## config.mk

```make
export PLATFORM = sky130hd
export DESIGN_NAME = deq_cell
export DESIGN_NICKNAME = d
export VERILOG_FILES = /design/src/deq_pkg.sv /design/src/deq_cell.sv
export SDC_FILE = /design/constraint.sdc
export NUM_CORES = 1
export LEC_CHECK = 0
export BUFFER_PORTS_ARGS = -buffer_cell sky130_fd_sc_hd__buf_2
export CAP_MARGIN = 40
export CORE_MARGIN = 8
export CORE_UTILIZATION = 39
export DETAILED_ROUTE_END_ITERATION = 12
export GPL_ROUTABILITY_DRIVEN = 0
export PLACE_DENSITY = 0.86
export SYNTH_ARGS = -nofsm -noshare
export SYNTH_HDL_FRONTEND = slang
export SYNTH_SLANG_ARGS = --single-unit
```

## constraint.sdc

```tcl
create_clock -name aclk -period 3.4 [get_ports aclk]
set_input_delay 0.51 -clock aclk [delete_from_list [all_inputs] [get_ports aclk]]
set_output_delay 0.51 -clock aclk [all_outputs]
set_load 0.02 [all_outputs]
```

## src/deq_pkg.sv

```systemverilog
// types and constants shared by the deque with search
`default_nettype none

package deq_pkg;

    typedef logic signed [31:0] word_t;

    localparam logic [2:0] CMD_PUSH_FRONT = 3'd0;
    localparam logic [2:0] CMD_PUSH_BACK  = 3'd1;
    localparam logic [2:0] CMD_POP_FRONT  = 3'd2;
    localparam logic [2:0] CMD_POP_BACK   = 3'd3;
    localparam logic [2:0] CMD_SEARCH     = 3'd4;

    localparam logic [1:0] ST_OK        = 2'd0;
    localparam logic [1:0] ST_EMPTY     = 2'd1;
    localparam logic [1:0] ST_FULL      = 2'd2;
    localparam logic [1:0] ST_NOT_FOUND = 2'd3;

    typedef struct packed {
        logic [2:0] command;
        word_t      value;
    } in_beat_t;

    typedef struct packed {
        logic [1:0] status;
        word_t      data_out;
        logic [5:0] position;
        logic [6:0] occupancy;
    } out_beat_t;

    typedef enum logic [2:0] {
        CELL_HOLD,
        CELL_SHIFT_R,
        CELL_SHIFT_L,
        CELL_WRITE,
        CELL_LOAD,
        CELL_LANE
    } cell_op_t;

    typedef struct packed {
        cell_op_t op;
        word_t    value;
    } cell_ctrl_t;

    typedef enum logic [1:0] {
        S_IDLE,
        S_SCAN_BACK,
        S_SCAN_SEARCH
    } state_t;

endpackage

`default_nettype wire

```

## src/deq_cell.sv

```systemverilog
// one storage cell of the deque chain with its read lane
`default_nettype none

module deq_cell #(
    parameter int CNT_W = 7,
    parameter int INDEX = 0
) (
    input  wire logic               aclk,
    input  wire deq_pkg::cell_ctrl_t ctrl,
    input  wire logic [CNT_W-1:0]   count,
    input  wire deq_pkg::word_t     left_data,
    input  wire deq_pkg::word_t     right_data,
    input  wire deq_pkg::word_t     right_lane,
    input  wire logic               right_flag,
    output deq_pkg::word_t          data,
    output deq_pkg::word_t          lane,
    output logic                    flag
);

    deq_pkg::word_t data_reg;
    deq_pkg::word_t lane_reg;
    logic           flag_reg;

    always_ff @(posedge aclk) begin
        unique case (ctrl.op)
            deq_pkg::CELL_HOLD: begin
            end
            deq_pkg::CELL_SHIFT_R: begin
                data_reg <= left_data;
            end
            deq_pkg::CELL_SHIFT_L: begin
                data_reg <= right_data;
            end
            deq_pkg::CELL_WRITE: begin
                if (count == CNT_W'(INDEX)) begin
                    data_reg <= ctrl.value;
                end
            end
            deq_pkg::CELL_LOAD: begin
                lane_reg <= data_reg;
                flag_reg <= (data_reg == ctrl.value) && (CNT_W'(INDEX) < count);
            end
            deq_pkg::CELL_LANE: begin
                lane_reg <= right_lane;
                flag_reg <= right_flag;
            end
            default: begin
            end
        endcase
    end

    assign data = data_reg;
    assign lane = lane_reg;
    assign flag = flag_reg;

endmodule

`default_nettype wire

```

==> results.py, run 1 <==
metrics = {
    "detailed_routing": {
        "ant_nets": 0,
        "wl_met2_um": 5435,
        "drt_iter0_markers": 88,
        "wl_per_cell_um": 18.60,
        "wl_met1_um": 4166,
        "drt-total-wl_um": 10770,
        "wl_met3_um": 1044,
        "vias": 2871,
        "top_layer": "met4",
        "via_per_inst": 4.959,
        "dr.pass1.iters": 4,
        "drc": 0,
    },
    "floorplan": {
        "io-pin-count": 205,
        "initial_core_util": 0.3968,
        "die_x_um": 109.5,
        "core_um2": 8593,
        "die_y_um": 109.5,
        "die-area_um2": 11990,
        "rows": 34,
    },
    "power_and_ir_drop": {
        "p_leak_nw": 2.118,
        "p_int_mw": 1.550,
        "p_clk_frac": 0.332,
        "p_comb_frac": 0.197,
        "ir_drop_v": 0.0002276,
        "swShare": 0.2666,
        "total_power_mw": 2.114,
        "power_frac_seq": 0.472,
        "power.density_nw_per_um2": 442.2,
        "p_switching_uw": 563.5,
    },
    "setup_path": {
        "cp.required_ns": 3.48,
        "arrival_ns": 2.23,
        "setup.worst_path.end": "lane[25]",
        "reg2reg_depth": 5,
        "critical_path_class": "in -> reg",
        "critPathLaunch": "ctrl[32]",
        "r2r_setup_slack_ns": 1.46,
        "r2r-start": "data[13]",
        "end_kind": "flip-flop",
        "worst_setup_path_start_kind": "input pin",
        "critPathMaxFanout": 27,
        "rr_endpoint": "flag",
    },
    "cells_and_area": {
        "area_growth_pct": 40.18,
        "utilization": 0.5562,
        "final_area_um2": 4780,
        "drive_above_1_share": 0.4904,
        "antennaDiodeCount": 0,
        "final_cells": 579,
        "nets": 607,
    },
    "global_route": {
        "grt_pass1_wl_um": 15980,
        "grt_overflow": 0,
        "antenna_found_initial": 0,
        "grtUsageTotal": 0.1748,
        "grt_max_degree": 35,
        "grt_pass1_vias": 3168,
    },
    "sta": {
        "fmaxAchievable_mhz": 466.8,
        "fin_crit_ns": 2.142,
        "worst_slack_ns": 1.258,
        "hold_ws_ns": 0.4389,
        "maxSlewViolCount": 0,
        "setup_viol": 0,
        "final-hold-violation-count": 0,
        "finalCritPeriodShare": 0.6301,
        "relSlewSlack": 0.5325,
        "setup_tns_ns": 0,
        "tightest_slew_ns": 0.6988,
        "fin_skew_ns": 0.01237,
        "grt_setup_unrepaired": "false",
    },
    "synth": {
        "synth_enable_flop_cells": 65,
        "synth_cells": 261,
        "synth_top_cell_area_share": 0.5725,
        "synth_fp_nets": 401,
        "synth_top_area_cell": "edfxtp_1",
        "synth_area_um2": 3410,
        "ys_ff_latch": 65,
        "avgSynthCellArea_um2": 13.06,
        "synth-async-reset-ratio": 0,
        "synthTopCellsByArea": "edfxtp_1, mux2_1, mux2i_1",
        "synth.most_common_cell": "edfxtp_1",
        "ys_warn_count": 0,
        "ys_seq_area_frac": 0.5725,
        "yosys-top-cells-count": "edfxtp_1, nand2_1, mux2i_1",
        "ys.flop_type": "edfxtp_1",
        "yosys.cell_types.count": 24,
    },
    "place": {
        "post-place-cells": 564,
        "placed_cell_area_um2": 4579,
        "port_buffers": 204,
        "dp_slack_ns": 0.8367,
        "dp_hpwl_um": 8762,
    },
    "clocking": {
        "clock_latency_ns": 0.34,
        "cts_buffer_depth": 2,
        "clock-sinks": 65,
        "htree_levels": 3,
        "numCtsBuffers": 9,
        "clk_pin_slew_ns": 0.07,
        "cts_tree": "built",
        "postCtsSetupBuffers": 0,
        "ctsResizeCount": 0,
        "cts_root_buffer": "clkbuf_8",
        "hold_buffers": 0,
    },
    "worst_hold_path": {
        "hold_class": "in -> reg",
    },
    "flow_run": {
        "max_cap_viol_count": 0,
    },
    "outcome": {
        "outcome": "finished, final reports clean",
    },
}
==> cell families after synthesis <==
family                 share of synthesized area
AO/OA/AOI/OAI                            0.05211
XOR/XNOR                                 0.08220
buffers and inverters                    0.01908
flip-flops                                0.5725
multiplexers                              0.1996
AND/OR/NAND/NOR                          0.07449
==> power by group through the flow <==
stage / Sequential (mW) / Combinational [mW] / Clock (mW)
2_1_floorplan: 1.08 / 0.160 / 0
3_3_place_gp: 1.01 / 0.404 / 0
3_5_place_dp: 1.02 / 0.421 / 0
4_1_cts: 0.998 / 0.422 / 0.710
5_1_grt: 1.00 / 0.451 / 0.749
6_report: 0.997 / 0.415 / 0.701
==> critical path: stages <==
cell and delay (ns):
buf_2 0.44, nand2_2 0.57, buf_4 0.37, mux2_1 0.32
==> cells in the final DEF, fill, tap and decap left out, drive strengths merged <==
master	n
xor2	9
nand3	2
or4	2
mux2i	32
bufinv	2
nand2	34
o22ai	1
nor4	3
clkbuf	11
mux2	32
clkinv	2
inv	1
nor2b	1
xnor2	23
o21ai	33
edfxtp	65
buf	209
nor3	1
nand4	6
nand2b	1
nor2	1
==> metal layers <==
layer,track usage,vias to the layer above
met1,0.1972,1344
met2,0.3002,134
met4,0.05207,0
met3,0.06682,12
li1,-,1381
met5,0,-
==> cell type report <==
| cell class | count | area (µm²) |
|---|---|---|
| fillers | 765 | 3814 |
| flip-flops and latches | 65 | 1952 |
| multi-input cells | 181 | 1410 |
| repair buffers | 209 | 1079 |
| well taps | 108 | 135.1 |
| clock buffers | 11 | 131.4 |
| clock inverters | 4 | 68.82 |
| inverters | 1 | 3.754 |
==> worst min path at each step <==
stage	start	depth (start not counted)	to	slack (ns)
4_1_cts	left_data[6]	3	data[6]	0.43
3_5_place_dp	data[30]	1	lane[30]	0.61
2_1_floorplan	left_data[10]	2	data[10]	0.70
3_3_place_gp	data[18]	1	lane[18]	0.59
5_1_grt	right_lane[5]	2	lane[5]	0.43
6_report	left_data[6]	3	data[6]	0.44
(Power assumes the default switching activity.)
==> run 2: changes to the inputs <==
--- a/config.mk
+++ b/config.mk
@@ -8,10 +8,10 @@
 export BUFFER_PORTS_ARGS = -buffer_cell sky130_fd_sc_hd__buf_2
 export CAP_MARGIN = 40
 export CORE_MARGIN = 8
-export CORE_UTILIZATION = 39
+export CORE_UTILIZATION = 44
 export DETAILED_ROUTE_END_ITERATION = 12
 export GPL_ROUTABILITY_DRIVEN = 0
-export PLACE_DENSITY = 0.86
+export PLACE_DENSITY = 0.91
 export SYNTH_ARGS = -nofsm -noshare
 export SYNTH_HDL_FRONTEND = slang
 export SYNTH_SLANG_ARGS = --single-unit
==> constraint.sdc (replaced) <==
create_clock -name aclk -period 2.2 [get_ports aclk]
set_input_delay 0.33 -clock aclk [delete_from_list [all_inputs] [get_ports aclk]]
set_output_delay 0.33 -clock aclk [all_outputs]
set_load 0.02 [all_outputs]
==> run 2 against run 1 <==
  * Total power increased by 49%
  * Sequential power is 54% higher
  * Via count decreased by 0.80%
  * Critical endpoint is now flag
==> results.py, run 2 (synthesis gave the netlist of run 1 again) <==
metrics = {
    "global_route": {
        "grt_max_degree": 34,
        "grt_pass1_wl_um": 16970,
        "grtUsageTotal": 0.1972,
        "grt_overflow": 0,
        "grt_pass1_vias": 3289,
        "antenna_found_initial": 0,
    },
    "floorplan": {
        "core_um2": 7607,
        "die-area_um2": 10820,
        "io-pin-count": 205,
        "rows": 32,
        "die_y_um": 104.0,
        "initial_core_util": 0.4482,
        "die_x_um": 104.0,
    },
    "clocking": {
        "postCtsSetupBuffers": 0,
        "htree_levels": 3,
        "clock-sinks": 65,
        "clk_pin_slew_ns": 0.07,
        "cts_root_buffer": "clkbuf_8",
        "cts_buffer_depth": 2,
        "cts_tree": "built",
        "ctsResizeCount": 0,
        "hold_buffers": 0,
        "numCtsBuffers": 9,
        "clock_latency_ns": 0.33,
    },
    "sta": {
        "worst_slack_ns": 0.2051,
        "fmaxAchievable_mhz": 501.3,
        "final-hold-violation-count": 0,
        "finalCritPeriodShare": 0.9068,
        "fin_skew_ns": 0.009825,
        "tightest_slew_ns": 0.6073,
        "setup_tns_ns": 0,
        "setup_viol": 0,
        "grt_setup_unrepaired": "false",
        "relSlewSlack": 0.5951,
        "maxSlewViolCount": 0,
        "fin_crit_ns": 1.995,
    },
    "setup_path": {
        "crit_chain": "xor2_1, nor4_1, nand4_1, or4_1, o22ai_2",
        "worst_setup_path_start_kind": "flip-flop",
        "critPathLaunch": "data[13]",
        "reg2reg_depth": 5,
        "rr_endpoint": "flag",
        "arrival_ns": 2.17,
        "slowest_delay_ns": 0.48,
        "critical_path_class": "reg -> reg",
        "setup.worst_path.end": "flag",
        "cp.required_ns": 2.37,
        "end_kind": "flip-flop",
        "critPathMaxFanout": 3,
        "r2r-start": "data[13]",
        "crit_path_top_delay_cell": "or4_1",
        "r2r_setup_slack_ns": 0.21,
    },
    "cells_and_area": {
        "final_common_cell": "buf_2",
        "fill_cells": 605,
        "nets": 608,
        "layout.cells.most_common_list": "buf_2, edfxtp_1, nand2_1, mux2i_1, mux2_1",
        "utilization": 0.6293,
        "multi_input_area_um2": 1410,
        "area_growth_pct": 40.40,
        "antennaDiodeCount": 0,
        "seqCellArea_um2": 1952,
        "drive_above_1_share": 0.4884,
    },
    "detailed_routing": {
        "drt-total-wl_um": 10930,
        "drt_iter0_markers": 93,
        "ant_nets": 0,
        "vias": 2848,
        "via_per_inst": 4.953,
        "wl_per_cell_um": 19.01,
        "dr.pass1.iters": 4,
        "drc": 0,
    },
    "power_and_ir_drop": {
        "swShare": 0.2733,
        "p_leak_nw": 2.124,
        "p_switching_uw": 859.5,
        "power_frac_seq": 0.490,
        "p_comb_frac": 0.207,
        "p_clk_frac": 0.303,
        "total_power_mw": 3.145,
        "power.density_nw_per_um2": 657.0,
        "ir_drop_v": 0.0003983,
        "p_int_mw": 2.285,
    },
    "outcome": {
        "outcome": "finished, final reports clean",
    },
    "place": {
        "dp_slack_ns": 0.2356,
        "port_buffers": 204,
        "dp_hpwl_um": 8617,
    },
    "worst_hold_path": {
        "hold_class": "in -> reg",
    },
    "flow_run": {
        "max_cap_viol_count": 0,
    },
}
[run 2: cell types whose count changed in the layout (fill, tap and decap cells not counted), sizes merged]
cell / previous run / this run
bufinv: 2 / 1
clkinv: 2 / 4
buf: 209 / 210
[run 2: worst min-delay path by stage]
stage	cells after the start	start	to	slack, ns
final	3	left_data[21]	data[21]	0.27
after global routing	2	right_lane[27]	lane[27]	0.26
after CTS	3	left_data[21]	data[21]	0.25
after detailed placement	1	data[23]	lane[23]	0.60
after global placement	1	data[22]	lane[22]	0.59
after floorplan	2	left_data[10]	data[10]	0.52
[run 2: worst max-delay path, delay by kind of cell, from the launching register on]
family	cells	cell delay (ns)
AND/OR/NAND/NOR	3	1.06
flip-flops	1	0.47
XOR/XNOR	1	0.21
AO/OA/AOI/OAI	1	0.11
[run 2: power groups by stage]
stage	logic [mW]	clock network, mW	registers, mW
2_1_floorplan	0.249	0	1.66
3_3_place_gp	0.637	0	1.56
3_5_place_dp	0.659	0	1.57
4_1_cts	0.662	0.977	1.54
5_1_grt	0.707	1.02	1.55
6_report	0.652	0.952	1.54
[run 2: per-stage QoR]
step,hold WS (ns),cell area [µm²],std cells
2_1_floorplan,0.5171,3420,261
3_3_place_gp,0.5940,4609,559
3_5_place_dp,0.5996,4609,559
4_1_cts,0.2501,4787,575
5_1_grt,0.2596,4787,575
6_report,0.2702,4787,575
[run 2: layout make-up]
cell class              count  area share
clock buffers              11     0.02744
clock inverters             5    0.009671
inverters                   1   0.0007841
multi-input cells         181      0.2946
flip-flops and latches     65      0.4077
well taps                 102     0.02666
repair buffers            210      0.2331
[run 2: routing by layer]
layer	global-route usage	share of wire
met3	0.06010	0.069
met5	0	0
met2	0.3433	0.51
met4	0.06929	0.013
met1	0.2232	0.40
